<file path="src/cmf_pkg.sv">
// ----------------------------------------------------------------------------
// cmf_pkg: shared types and constants for the color marker finder
// Pixel and result payloads, register indexes and reset values.
// ----------------------------------------------------------------------------
package cmf_pkg;

    localparam int COORD_OUT_BITS  = 12;
    localparam int LINE_WIDTH_BITS = 13;
    localparam int CHAN_BITS       = 8;
    localparam int COLOR_BITS      = 24;
    localparam int NUM_KEYS        = 4;
    localparam int CFG_INDEX_BITS  = 3;

    typedef logic [COORD_OUT_BITS-1:0]  coord_t;
    typedef logic [CHAN_BITS-1:0]       chan_t;
    typedef logic [COLOR_BITS-1:0]      color_t;
    typedef logic [LINE_WIDTH_BITS-1:0] line_width_t;

    typedef struct packed {
        chan_t red;
        chan_t green;
        chan_t blue;
        logic  frame_first;
        logic  frame_last;
    } pixel_t;

    typedef struct packed {
        coord_t marker_a_col;
        coord_t marker_a_row;
        coord_t marker_b_col;
        coord_t marker_b_row;
        coord_t marker_c_col;
        coord_t marker_c_row;
        coord_t marker_d_col;
        coord_t marker_d_row;
        logic [NUM_KEYS-1:0] found_mask;
    } result_t;

    typedef struct packed {
        chan_t red;
        chan_t green;
        chan_t blue;
    } tolerance_t;

    // Counter control between the top level and the coordinate counter
    typedef struct packed {
        logic advance;
        logic frame_first;
        logic frame_last;
    } count_ctrl_t;

    typedef enum logic [CFG_INDEX_BITS-1:0] {
        REG_KEY_COLOR_A     = 3'd0,
        REG_KEY_COLOR_B     = 3'd1,
        REG_KEY_COLOR_C     = 3'd2,
        REG_KEY_COLOR_D     = 3'd3,
        REG_TOLERANCE_RED   = 3'd4,
        REG_TOLERANCE_GREEN = 3'd5,
        REG_TOLERANCE_BLUE  = 3'd6,
        REG_LINE_WIDTH      = 3'd7
    } cfg_reg_t;

    localparam color_t      KEY_A_RESET      = 24'h00CBFF;
    localparam color_t      KEY_B_RESET      = 24'hD000FF;
    localparam color_t      KEY_C_RESET      = 24'hFFE900;
    localparam color_t      KEY_D_RESET      = 24'h00FF00;
    localparam chan_t       TOLERANCE_RESET  = 8'd20;
    localparam line_width_t LINE_WIDTH_RESET = 13'd640;

    localparam coord_t MARKER_COL_RESET [NUM_KEYS] = '{12'd0, 12'd20, 12'd0, 12'd20};
    localparam coord_t MARKER_ROW_RESET [NUM_KEYS] = '{12'd0, 12'd0, 12'd20, 12'd20};

endpackage

</file>
<file path="src/cmf_key_match.sv">
// ----------------------------------------------------------------------------
// cmf_key_match: compare one pixel against one key color
// Match when every channel differs from the key by no more than its tolerance.
// ----------------------------------------------------------------------------
module cmf_key_match
(
    input  cmf_pkg::chan_t      red,
    input  cmf_pkg::chan_t      green,
    input  cmf_pkg::chan_t      blue,
    input  cmf_pkg::color_t     key,
    input  cmf_pkg::tolerance_t tolerance,
    output logic                hit
);

    cmf_pkg::chan_t key_red;
    cmf_pkg::chan_t key_green;
    cmf_pkg::chan_t key_blue;
    cmf_pkg::chan_t diff_red;
    cmf_pkg::chan_t diff_green;
    cmf_pkg::chan_t diff_blue;

    assign key_red   = key[23:16];
    assign key_green = key[15:8];
    assign key_blue  = key[7:0];

    assign diff_red   = (red > key_red)     ? red - key_red     : key_red - red;
    assign diff_green = (green > key_green) ? green - key_green : key_green - green;
    assign diff_blue  = (blue > key_blue)   ? blue - key_blue   : key_blue - blue;

    assign hit = (diff_red <= tolerance.red) && (diff_green <= tolerance.green)
              && (diff_blue <= tolerance.blue);

endmodule

</file>
<file path="src/cmf_coord_counter.sv">
// ----------------------------------------------------------------------------
// cmf_coord_counter: raster column and row counter
// Column wraps at the clamped line width, row saturates at its top value.
// ----------------------------------------------------------------------------
module cmf_coord_counter #(
    parameter int COORD_BITS = 12
)
(
    input  logic                        clk,
    input  logic                        rst_n,
    input  cmf_pkg::count_ctrl_t        ctrl,
    input  cmf_pkg::line_width_t        line_width,
    output logic [COORD_BITS-1:0]       col,
    output logic [COORD_BITS-1:0]       row
);

    localparam int CMPW = (COORD_BITS + 1 > cmf_pkg::LINE_WIDTH_BITS)
                        ? COORD_BITS + 1 : cmf_pkg::LINE_WIDTH_BITS;

    logic [COORD_BITS-1:0] col_reg;
    logic [COORD_BITS-1:0] col_next;
    logic [COORD_BITS-1:0] row_reg;
    logic [COORD_BITS-1:0] row_next;
    logic [CMPW-1:0]       span;
    logic [CMPW-1:0]       lw_ext;
    logic [CMPW-1:0]       lw_eff;
    logic [CMPW-1:0]       col_inc;
    logic                  wrap;

    // A frame start puts the current pixel at the origin
    assign col = ctrl.frame_first ? '0 : col_reg;
    assign row = ctrl.frame_first ? '0 : row_reg;

    assign span   = CMPW'(1) << COORD_BITS;
    assign lw_ext = CMPW'(line_width);

    always_comb
    begin
        lw_eff = lw_ext;
        if (lw_ext == '0)
        begin
            lw_eff = CMPW'(1);
        end
        else if (lw_ext > span)
        begin
            lw_eff = span;
        end
    end

    assign col_inc = CMPW'(col) + CMPW'(1);
    assign wrap    = (col_inc >= lw_eff);

    always_comb
    begin
        col_next = col_inc[COORD_BITS-1:0];
        row_next = row;
        if (ctrl.frame_last)
        begin
            col_next = '0;
            row_next = '0;
        end
        else if (wrap)
        begin
            col_next = '0;
            if (row != '1)
            begin
                row_next = row + COORD_BITS'(1);
            end
        end
    end

    always_ff @(posedge clk or negedge rst_n)
    begin
        if (!rst_n)
        begin
            col_reg <= '0;
            row_reg <= '0;
        end
        else if (ctrl.advance)
        begin
            col_reg <= col_next;
            row_reg <= row_next;
        end
    end

endmodule

</file>
<file path="src/color_marker_finder.sv">
// ----------------------------------------------------------------------------
// color_marker_finder: locate four key-colored markers in a pixel stream
// Report: once the result register is free, a frame's last pixel sets it valid.
// Throughput: one pixel per cycle unless a frame's last pixel waits for the result
// register; the pixel and result registers each refill while the next stage drains.
// Reset: keys, tolerances, line width and marker positions return to defaults;
// counters and found flags clear.
// ----------------------------------------------------------------------------
module color_marker_finder #(
    parameter int COORD_BITS = 12
)
(
    input  logic                  clk,
    input  logic                  rst_n,
    input  logic                  pix_valid,
    output logic                  pix_ready,
    input  cmf_pkg::pixel_t       pix,
    output logic                  res_valid,
    input  logic                  res_ready,
    output cmf_pkg::result_t      res,
    input  logic                  cfg_valid,
    output logic                  cfg_ready,
    input  cmf_pkg::cfg_reg_t     cfg_index,
    input  cmf_pkg::color_t       cfg_data
);

    localparam int NK = cmf_pkg::NUM_KEYS;

    // configuration
    cmf_pkg::color_t      key_reg [NK];
    cmf_pkg::tolerance_t  tol_reg;
    cmf_pkg::line_width_t line_width_reg;

    // pixel stage
    logic                 pix_valid_reg;
    cmf_pkg::pixel_t      pix_reg;
    logic                 process;
    logic                 res_free;

    // frame state
    logic [NK-1:0]        found_reg;
    logic [NK-1:0]        found_cur;
    logic [NK-1:0]        found_new;
    logic [NK-1:0]        match;
    logic [NK-1:0]        hit;
    cmf_pkg::coord_t      col_reg [NK];
    cmf_pkg::coord_t      row_reg [NK];
    cmf_pkg::coord_t      col_new [NK];
    cmf_pkg::coord_t      row_new [NK];
    logic [COORD_BITS-1:0] cur_col;
    logic [COORD_BITS-1:0] cur_row;
    cmf_pkg::count_ctrl_t count_ctrl;

    // result stage
    logic                 res_valid_reg;
    cmf_pkg::result_t     res_reg;

    assign cfg_ready = 1'b1;

    always_ff @(posedge clk or negedge rst_n)
    begin
        if (!rst_n)
        begin
            key_reg[0]     <= cmf_pkg::KEY_A_RESET;
            key_reg[1]     <= cmf_pkg::KEY_B_RESET;
            key_reg[2]     <= cmf_pkg::KEY_C_RESET;
            key_reg[3]     <= cmf_pkg::KEY_D_RESET;
            tol_reg.red    <= cmf_pkg::TOLERANCE_RESET;
            tol_reg.green  <= cmf_pkg::TOLERANCE_RESET;
            tol_reg.blue   <= cmf_pkg::TOLERANCE_RESET;
            line_width_reg <= cmf_pkg::LINE_WIDTH_RESET;
        end
        else if (cfg_valid)
        begin
            unique case (cfg_index)
                cmf_pkg::REG_KEY_COLOR_A:     key_reg[0]     <= cfg_data;
                cmf_pkg::REG_KEY_COLOR_B:     key_reg[1]     <= cfg_data;
                cmf_pkg::REG_KEY_COLOR_C:     key_reg[2]     <= cfg_data;
                cmf_pkg::REG_KEY_COLOR_D:     key_reg[3]     <= cfg_data;
                cmf_pkg::REG_TOLERANCE_RED:   tol_reg.red    <= cfg_data[7:0];
                cmf_pkg::REG_TOLERANCE_GREEN: tol_reg.green  <= cfg_data[7:0];
                cmf_pkg::REG_TOLERANCE_BLUE:  tol_reg.blue   <= cfg_data[7:0];
                cmf_pkg::REG_LINE_WIDTH:
                    line_width_reg <= cfg_data[cmf_pkg::LINE_WIDTH_BITS-1:0];
                default: ;
            endcase
        end
    end

    // A pixel that closes a frame waits until the result register is free
    assign res_free  = !res_valid_reg || res_ready;
    assign process   = pix_valid_reg && (!pix_reg.frame_last || res_free);
    assign pix_ready = !pix_valid_reg || process;

    always_ff @(posedge clk or negedge rst_n)
    begin
        if (!rst_n)
        begin
            pix_valid_reg <= 1'b0;
        end
        else if (pix_ready)
        begin
            pix_valid_reg <= pix_valid;
        end
    end

    always_ff @(posedge clk)
    begin
        if (pix_valid && pix_ready)
        begin
            pix_reg <= pix;
        end
    end

    assign count_ctrl.advance     = process;
    assign count_ctrl.frame_first = pix_reg.frame_first;
    assign count_ctrl.frame_last  = pix_reg.frame_last;

    cmf_coord_counter #(
        .COORD_BITS (COORD_BITS)
    ) u_counter (
        .clk        (clk),
        .rst_n      (rst_n),
        .ctrl       (count_ctrl),
        .line_width (line_width_reg),
        .col        (cur_col),
        .row        (cur_row)
    );

    for (genvar k = 0; k < NK; k++)
    begin : g_key
        cmf_key_match u_match (
            .red       (pix_reg.red),
            .green     (pix_reg.green),
            .blue      (pix_reg.blue),
            .key       (key_reg[k]),
            .tolerance (tol_reg),
            .hit       (match[k])
        );
    end

    assign found_cur = pix_reg.frame_first ? '0 : found_reg;
    assign hit       = match & ~found_cur;
    assign found_new = found_cur | hit;

    always_comb
    begin
        for (int k = 0; k < NK; k++)
        begin
            col_new[k] = hit[k] ? cmf_pkg::coord_t'(cur_col) : col_reg[k];
            row_new[k] = hit[k] ? cmf_pkg::coord_t'(cur_row) : row_reg[k];
        end
    end

    always_ff @(posedge clk or negedge rst_n)
    begin
        if (!rst_n)
        begin
            found_reg <= '0;
            for (int k = 0; k < NK; k++)
            begin
                col_reg[k] <= cmf_pkg::MARKER_COL_RESET[k];
                row_reg[k] <= cmf_pkg::MARKER_ROW_RESET[k];
            end
        end
        else if (process)
        begin
            // drop the flags once the frame is reported
            found_reg <= pix_reg.frame_last ? '0 : found_new;
            for (int k = 0; k < NK; k++)
            begin
                col_reg[k] <= col_new[k];
                row_reg[k] <= row_new[k];
            end
        end
    end

    always_ff @(posedge clk or negedge rst_n)
    begin
        if (!rst_n)
        begin
            res_valid_reg <= 1'b0;
        end
        else if (process && pix_reg.frame_last)
        begin
            res_valid_reg <= 1'b1;
        end
        else if (res_ready)
        begin
            res_valid_reg <= 1'b0;
        end
    end

    always_ff @(posedge clk)
    begin
        if (process && pix_reg.frame_last)
        begin
            res_reg.marker_a_col <= col_new[0];
            res_reg.marker_a_row <= row_new[0];
            res_reg.marker_b_col <= col_new[1];
            res_reg.marker_b_row <= row_new[1];
            res_reg.marker_c_col <= col_new[2];
            res_reg.marker_c_row <= row_new[2];
            res_reg.marker_d_col <= col_new[3];
            res_reg.marker_d_row <= row_new[3];
            res_reg.found_mask   <= found_new;
        end
    end

    assign res_valid = res_valid_reg;
    assign res       = res_reg;

endmodule
</file>
<file path="config.mk">
export PLATFORM = sky130hd
export DESIGN_NAME = color_marker_finder
export DESIGN_NICKNAME = d
export VERILOG_FILES = /design/src/cmf_pkg.sv /design/src/cmf_key_match.sv /design/src/cmf_coord_counter.sv /design/src/color_marker_finder.sv
export SDC_FILE = /design/constraint.sdc
export NUM_CORES = 1
export LEC_CHECK = 0
export BUFFER_PORTS_ARGS = -buffer_cell sky130_fd_sc_hd__buf_2
export CAP_MARGIN = 20
export CORE_ASPECT_RATIO = 1.5
export CORE_MARGIN = 4
export CORE_UTILIZATION = 50
export DETAILED_ROUTE_END_ITERATION = 8
export GPL_TIMING_DRIVEN = 0
export PLACE_DENSITY = 0.73
export SETUP_SLACK_MARGIN = 0.1
export SLEW_MARGIN = 20
export SYNTH_ARGS = -nofsm -noshare
export SYNTH_HDL_FRONTEND = slang
export SYNTH_SLANG_ARGS = --single-unit
</file>
<file path="constraint.sdc">
create_clock -name clk -period 10.5 [get_ports clk]
set_clock_uncertainty 0.15 [all_clocks]
set_input_delay 1.575 -clock clk [delete_from_list [all_inputs] [get_ports clk]]
set_output_delay 1.575 -clock clk [all_outputs]
set_load 0.02 [all_outputs]
</file>
==> key figures, run 1 <==
Worst setup path
  • Critical Path RT: 10.65 ns
  • Critical path class: reg -> reg
  • Setup crit start kind: flop
  • Critical path arrival: 6.02 ns
  • Worst Path Max Fanout: 10
  • Worst setup EP type: flop

Detailed routing
  • ANT nets after route: 0
  • Via count: 19,200
  • Residual DRC: 0
  • DRT iter0 DRCs: roughly 1,000
  • Routed len/inst: 20.6 um
  • Post-Route WL: approximately 68,000 um
  • TritonRoute pass-1 iters: 5
  • Vias per inst: between 5 and 6

Synthesis
  • Sequential share of the synthesized area: 39.9%
  • Post-synth EDFFs: 126
  • Mapped Cells: 2,400
  • Post-Syn Area: 25,900 sq um
  • Ys flop type: dfrtp_1
  • Synth warn: 0
  • Syn_area_per_cell: 10.8 sq um
  • Netlist cell types: between 80 and 90
  • Async S/R FF share, synth: 67.3%
  • Syn nets: about 2,800
  • Flops & latches, synth: 385

Timing
  • Slew margin rel.: 24.9%
  • RSZ-0062 raised after global routing: no
  • Setup TNS: 0 ns
  • Fin crit period: 5.87 ns
  • Hold Fails Final Rpt: 0
  • Fmax: 170 MHz
  • Worst-Margin Slew: 1.13 ns
  • Final-report max-slew violation count: 0
  • Setup-failing EPs final: 0
  • Final Cycle Share: 55.9%

Clock tree
  • Post-CTS sizing: 0
  • CTS Hold Bufs: 0
  • Clk slew on worst S/H paths: 0.06 ns
  • CTS sink cnt: 385
  • Clock Path Buffers: 3
  • Clock latency on the worst-skew pair: 0.57 ns
  • H-tree Lvls: 2
  • TritonCTS buffer count: 40
  • Clock Tree Root: clkbuf_16
  • TritonCTS clock tree: yes
  • Post-CTS setup buffer count: 0

Pwr
  • Pwr per Cell Area: 214 nW/um^2
  • Switching pwr: 2430 uW
  • Peak supply drop: 0.146 mV
  • Combinational power share: between 40% and 50%
  • Static leakage: ~0.013 uW
  • Clock power frac: 22.7%
  • Int Power: approximately 3800 uW
  • Switching share of power: 39.2%
  • Flop pwr share: approximately 30%

Die
  • Initial core utilization: approximately 50%
  • DIE AREA: 55,700 sq um
  • Top Ports: approximately 160
  • CORE AREA: 51,600 sq um
  • Die extent in x: 194 um
  • Rows: 102
  • Die Y: 287 um

Place
  • Placed insts: around 3,200
  • Post-DP HPWL: 52,800 um
  • Port bufs: around 160
  • Placed Area: approximately 28,000 sq um
  • GPL Wtd Cong: 0.990

Global routing
  • GR Overflow Total: 0
  • Largest net degree at the start of global routing: between 90 and 100
  • Initial antenna violation count: 4
  • Vias in the first global route: a little under 20,000
  • First-pass GRT wire length: 108,000 um
  • Tot GR Track Use: 24.1%

Finish
  • Non-filler instance count after layout: 3,316
  • Final nets: between 2,000 and 3,000
  • Largest register FFs: 100
  • Fraction of layout cells with a size suffix above 1: 22.9%
  • Synthesis-to-finish area growth: 11.8%
  • Finished Cell Area: ~29,000 sq um

Outcome
  • Outcome: complete, no violations

Hold path
  • Worst Hold Class: reg -> reg

Run
  • Max_cap viols: 0
==> power groups by stage <==
stage	sequential, uW	clock, uW	combinational (uW)
floorplan	1910	0	2090
global placement	1910	0	2750
detailed placement	1920	0	2870
CTS	1890	1450	2890
global route	1910	1510	3200
finish	1890	1410	2900
==> kinds of logic after synthesis <==
| logic type | count (synthesis) | share of synthesized area [%] |
|---|---|---|
| AOI/OAI and AO/OA | 543 | 13.9 |
| and+or+nand+nor | 478 | 9.42 |
| DFF | 385 | 39.9 |
| adders and majority gates | 315 | 15.9 |
| muxes | 306 | 13.4 |
| buffers and inverters | 302 | 5.06 |
| xor gates and xnor gates | 70 | 2.39 |
| other | 1 | 0.0145 |
==> synthesized netlist by cell type, types with 50 or more instances <==
library cell	number	share of area, %
mux2_2	179	7.8
ha_1	291	14
nand2_1	186	2.7
o21ai_0	164	3.2
mux2_1	50	2.2
a21oi_1	129	2.5
nor2b_1	53	1.3
dfrtp_1	198	19
inv_1	192	2.8
nor2_1	51	0.74
dfstp_2	61	6.2
edfxtp_1	126	15
==> layer usage <==
metal	vias up	GRT usage, %	part of all wire [%]
met5	-	0	0.019
met4	2	14.1	7.1
met3	207	3.33	4.2
met2	577	44.7	52
met1	9365	26.1	37
li1	9051	-	-
==> placed cells by master (no fill, tap or decap), types with 9 or more instances in the layout <==
| cell type | netlist | final |
|---|---|---|
| ha_1 | 291 | 291 |
| dfrtp_1 | 198 | 198 |
| a211o_1 | 14 | 14 |
| nor2b_1 | 53 | 53 |
| nand2b_1 | 10 | 10 |
| xor2_1 | 24 | 24 |
| o211ai_1 | 12 | 12 |
| a21o_1 | 41 | 41 |
| mux2_4 | 27 | 27 |
| fa_1 | 24 | 24 |
| nor2_1 | 51 | 50 |
| a22o_1 | 18 | 18 |
| mux2_2 | 179 | 179 |
| and4_1 | 13 | 13 |
| a21oi_1 | 129 | 129 |
| buf_2 | 36 | 191 |
| a21oi_2 | 10 | 10 |
| buf_6 | 10 | 10 |
| a211oi_1 | 23 | 23 |
| and3_1 | 16 | 16 |
| mux2i_1 | 49 | 49 |
| nand4_1 | 40 | 40 |
| nor3_1 | 21 | 21 |
| a221oi_1 | 9 | 9 |
| o21ai_1 | 14 | 14 |
| clkbuf_16 | 0 | 41 |
| inv_1 | 192 | 192 |
| buf_4 | 9 | 9 |
| clkbuf_1 | 45 | 58 |
| o21a_1 | 16 | 16 |
| xnor2_1 | 45 | 45 |
| dfstp_2 | 61 | 61 |
| nand3_1 | 32 | 32 |
| o21ai_0 | 164 | 164 |
| edfxtp_1 | 126 | 126 |
| nand2_1 | 186 | 186 |
| mux2_1 | 50 | 50 |
| o21bai_1 | 11 | 11 |
==> final timing paths <==
kind                              from          end  slack [ns]  cells after the start
max                        pix_reg[18]      res[14]        4.63                     18
min                        col_reg[37]  col_reg[37]        0.33                      1
max reg2reg                pix_reg[18]      res[14]        4.63                     18
min reg2reg                col_reg[37]  col_reg[37]        0.33                      1
max in group asynchronous        rst_n  col_reg[26]        8.37                      2
min in group asynchronous        rst_n  key_reg[36]        0.87                      1
==> per-stage QoR <==
step	power, uW	util, %	worst slack, ns	hold WS (ns)
global placement	4670	53.5	1.55	0.311
global route	6620	56.3	4.48	0.350
CTS	6230	56.3	4.67	0.335
finish	6200	56.3	4.63	0.330
detailed placement	4790	53.8	4.68	0.318
floorplan	4010	-	3.47	0.301
==> area by class of cell <==
class	count	area [sq um]
diodes	4	10.0
plain buffers	110	592
clock buffers	57	1120
clock inverters	17	161
fillers	4414	22500
inverters	192	721
multi-input cells	1713	14300
flip-flops and latches	385	10300
well taps	676	846
repair buffers	162	926
==> worst max-delay path, stage by stage, from the launching register on <==
cell      delay [ns]
edfxtp_1        0.47
inv_1           0.21
ha_1            0.18
inv_1           0.06
fa_1            0.38
a21o_1          0.23
a21oi_2         0.26
nor2_2          0.09
o32ai_4         0.57
mux2i_1         0.36
a21oi_2         0.10
xnor2_1         0.16
ha_1            0.33
nand2_1         0.05
o21ai_0         0.55
o21ai_2         0.25
nand4_4         0.24
buf_1           0.54
mux2_2          0.43
(Power assumes the default switching activity.)
==> run 2, diff against run 1 <==
Settings changed: ABC_AREA from default to 1, PLACE_DENSITY 0.73 to 0.72.
Clock period 10.5 ns to 5.4 ns, I/O delays scaled along.
==> run 2 against run 1 <==
Sequential share of layout area shrank 2.0 points. Sequential power grew 130%. Flip-flop and latch count is the same. First-iteration DRC count grew 29%. Non-clock buffer count is the same. Hold slack lost 0.25 ns. Synthesized cell count grew 47%. Power grew 120%. Register-to-register slack lost 4.2 ns. Core utilization is essentially flat. Critical path type unchanged. Largest power group unchanged.
==> key figures, run 2 <==
Synthesis
  • Post-Syn Area: 27,600 sq um (was 25,900 sq um)
  • Most frequent cell after synthesis: nand2_1 (was ha_1)
  • Sequential share of the synthesized area: 37.5% (was 39.9%)
  • Largest area contributor in the netlist: dfrtp_1 (unchanged)
  • Top cells by area, synth: dfrtp_1 (18%), edfxtp_1 (14%), ha_1 (13%), nand2_1 (13%), inv_1 (7.5%) (was dfrtp_1 (19%), edfxtp_1 (15%), ha_1 (14%), mux2_2 (7.8%), dfstp_2 (6.2%))
  • Post-synth EDFFs: 126 (unchanged)
  • Yosys top cell area share: 18.0% (was 19.1%)
  • Syn nets: 3,908 (was 2,773)
  • Netlist cell types: 41 (was 88)
  • Async S/R FF share, synth: 67.3% (unchanged)
  • Mapped Cells: 3,535 (was 2,400)
  • Most instantiated cells after synthesis: nand2_1 (959), inv_1 (554), ha_1 (291), o21ai_0 (259), nand3_1 (231) (was ha_1 (291), dfrtp_1 (198), inv_1 (192), nand2_1 (186), mux2_2 (179))
  • Flops & latches, synth: 385 (unchanged)
  • Synth warn: 0 (unchanged)
  • Syn_area_per_cell: 7.80 sq um (was 10.8 sq um)
  • Ys flop type: dfrtp_1 (unchanged)

Finish
  • Fraction of layout cells with a size suffix above 1: 9.93% (was 22.9%)
  • Final core occ: 56.3% (about the same)
  • Finished Cell Area: 30,800 sq um (was 29,000 sq um)
  • Most frequent cells in the layout: nand2_1 (959), inv_1 (552), ha_1 (291) (was ha_1 (291), dfrtp_1 (198), inv_1 (192))
  • Largest register FFs: 100 (unchanged)
  • Non-filler instance count after layout: 4,477 (was 3,316)
  • Most common cell after layout, fill and taps aside: nand2_1 (was ha_1)
  • Synthesis-to-finish area growth: 11.6% (was 11.8%)
  • Final nets: 4,120 (was 2,977)

Pwr
  • Total power: 13,900 uW (was 6200 uW)
  • Switching share of power: 42.3% (was 39.2%)
  • Flop pwr share: 31.3% (was 30.5%)
  • Combinational power share: 48.2% (was 46.7%)
  • Peak supply drop: 0.333 mV (was 0.146 mV)
  • Static leakage: 0.0160 uW (was 0.0134 uW)
  • Clock power frac: 20.5% (was 22.7%)
  • Int Power: 8020 uW (was 3770 uW)
  • Pwr per Cell Area: 452 nW/um^2 (was 214 nW/um^2)
  • Switching pwr: 5880 uW (was 2430 uW)

Place
  • Dpl ws: 0.351 ns (was 4.68 ns)
  • Placed insts: 4,394 (was 3,238)
  • Post-DP HPWL: 62,200 um (was 52,800 um)
  • Port bufs: 159 (was 156)
  • GPL Wtd Cong: 0.948 (was 0.990)
  • Placed Area: 29,400 sq um (was 27,700 sq um)

Hold path
  • Worst Hold Class: in -> async (was reg -> reg)

Timing
  • Fin crit period: 4.96 ns (was 5.87 ns)
  • Fmax: 202 MHz (was 170 MHz)
  • RSZ-0062 raised after global routing: no (unchanged)
  • Final Cycle Share: 91.8% (was 55.9%)
  • Worst-Margin Slew: 0.742 ns (was 1.13 ns)
  • Setup-failing EPs final: 0 (unchanged)
  • Slew margin rel.: 50.5% (was 24.9%)
  • Final Worst Setup Slack: 0.441 ns (was 4.63 ns)
  • Final-report max-slew violation count: 0 (unchanged)
  • Hold Fails Final Rpt: 0 (unchanged)

Die
  • CORE AREA: 54,700 sq um (was 51,600 sq um)
  • Die extent in x: 200 um (was 194 um)
  • Initial core utilization: 50.4% (was 50.3%)
  • Rows: 105 (was 102)
  • Die Y: 296 um (was 287 um)
  • Top Ports: 161 (unchanged)
  • DIE AREA: 59,000 sq um (was 55,700 sq um)

Detailed routing
  • Post-Route WL: 78,300 um (was 68,400 um)
  • Via count: 23,500 (was 19,200)
  • Routed len/inst: 17.5 um (was 20.6 um)
  • ANT nets after route: 0 (unchanged)
  • Residual DRC: 0 (unchanged)
  • TritonRoute pass-1 iters: 6 (was 5)
  • Vias per inst: 5.25 (was 5.79)
  • DRT iter0 DRCs: 1,334 (was 1,033)

Global routing
  • Vias in the first global route: 23,000 (was 19,900)
  • First-pass GRT wire length: 122,000 um (was 108,000 um)
  • Tot GR Track Use: 26.3% (was 24.1%)
  • Largest net degree at the start of global routing: 93 (was 95)
  • GR Overflow Total: 0 (unchanged)
  • Initial antenna violation count: 5 (was 4)

Clock tree
  • CTS sink cnt: 385 (unchanged)
  • Clock Path Buffers: 3 (unchanged)
  • Clock Tree Root: clkbuf_16 (unchanged)
  • Clock latency on the worst-skew pair: 0.58 ns (was 0.57 ns)
  • Clk slew on worst S/H paths: 0.06 ns (about the same)
  • TritonCTS clock tree: yes (unchanged)
  • CTS Hold Bufs: 0 (unchanged)
  • TritonCTS buffer count: 39 (was 40)
  • H-tree Lvls: 2 (unchanged)

Worst setup path
  • Worst setup EP type: flop (unchanged)
  • Critical path arrival: 5.14 ns (was 6.02 ns)
  • Worst reg2reg setup slack: 0.44 ns (was 4.63 ns)
  • R2R depth: 23 (was 18)
  • Worst Path Max Fanout: 10 (unchanged)
  • Reg2reg start: pix_reg[10] (was pix_reg[18])
  • Critical path class: reg -> reg (unchanged)
  • Reg2reg end: res[90] (was res[14])
  • Critical Path RT: 5.58 ns (was 10.65 ns)
  • Setup crit start kind: flop (unchanged)

Outcome
  • Outcome: complete, no violations (unchanged)

Run
  • Max_cap viols: 0 (unchanged)
## run 2: final cells by class
cell class                      count  area (sq um)
Antenna cell                        4          10.0
Buffer                            101           452
Clock buffer                       51          1070
Clock inverter                     21           260
Fill cell                        5202         23900
Inverter                          559          2100
Multi-Input combinational cell   2490         14700
Sequential cell                   385         10300
Tap cell                          695           870
Timing Repair Buffer              171           988
## run 2: power by group through the flow
stage               sequential, uW  clock, uW  combinational [uW]
finish                        4350       2850                6700
global route                  4430       3030                7720
CTS                           4360       2910                6720
detailed placement            4400          0                6680
global placement              4380          0                6520
floorplan                     4540          0                4720
## run 2: worst max path at each step
stage | startpoint | cells past startpoint | endpoint
2_1_floorplan | res_ready | 8 | res[0]
3_3_place_gp | rst_n | 1 | col_reg[32]
3_5_place_dp | pix_reg[19] | 20 | res[74]
4_1_cts | pix_reg[19] | 20 | res[74]
5_1_grt | pix_reg[10] | 24 | res[90]
6_report | pix_reg[10] | 23 | res[90]
## run 2: logic make-up after synthesis
family / after synthesis / share of synthesized area (%)
and+or+nand+nor: 1508 / 23.4
other: 1 / 0.0136
buffers and inverters: 660 / 9.26
adders and majority gates: 315 / 15.0
xor gates and xnor gates: 143 / 4.54
AOI/OAI and AO/OA: 523 / 10.4
DFF: 385 / 37.5
## run 2: through the flow
step / TNS [ns] / hold slack [ns]
6_report: 0 / 0.0829
5_1_grt: 0 / 0.135
4_1_cts: 0 / 0.106
3_5_place_dp: 0 / 0.307
3_3_place_gp: -341.37 / 0.304
2_1_floorplan: 0 / 0.298
## run 2: metal layers
metal / wire, um / share of wire (%) / up-vias / track usage [%]
li1: - / - / 11800 / -
met1: 29300 / 37 / 10800 / 28.7
met2: 40900 / 52 / 648 / 49.4
met3: 3600 / 4.6 / 225 / 3.55
met4: 4450 / 5.7 / 6 / 12.8
met5: 23 / 0.029 / - / 0
## run 2: critical path: stages, from the launching register on
cell	delay [ns]
edfxtp_1	0.56
inv_1	0.27
ha_1	0.26
inv_1	0.07
fa_1	0.41
inv_1	0.09
o21ai_0	0.14
a21oi_1	0.16
nand2_1	0.07
nand2_1	0.22
inv_1	0.18
nand2_1	0.10
nand2_1	0.06
inv_1	0.06
ha_1	0.23
a21o_1	0.16
nor2_1	0.10
nand2_1	0.06
nand2_1	0.26
nand2_1	0.13
nor2_2	0.29
buf_2	0.32
nand3_1	0.15
and2_1	0.21
## run 2: what timing repair did
| action | 4_1_cts | 5_1_grt |
|---|---|---|
| buffers inserted | 0 | 7 |
| gates resized for setup | 0 | 0 |
| endpoints found under the setup margin | 0 | 17 |
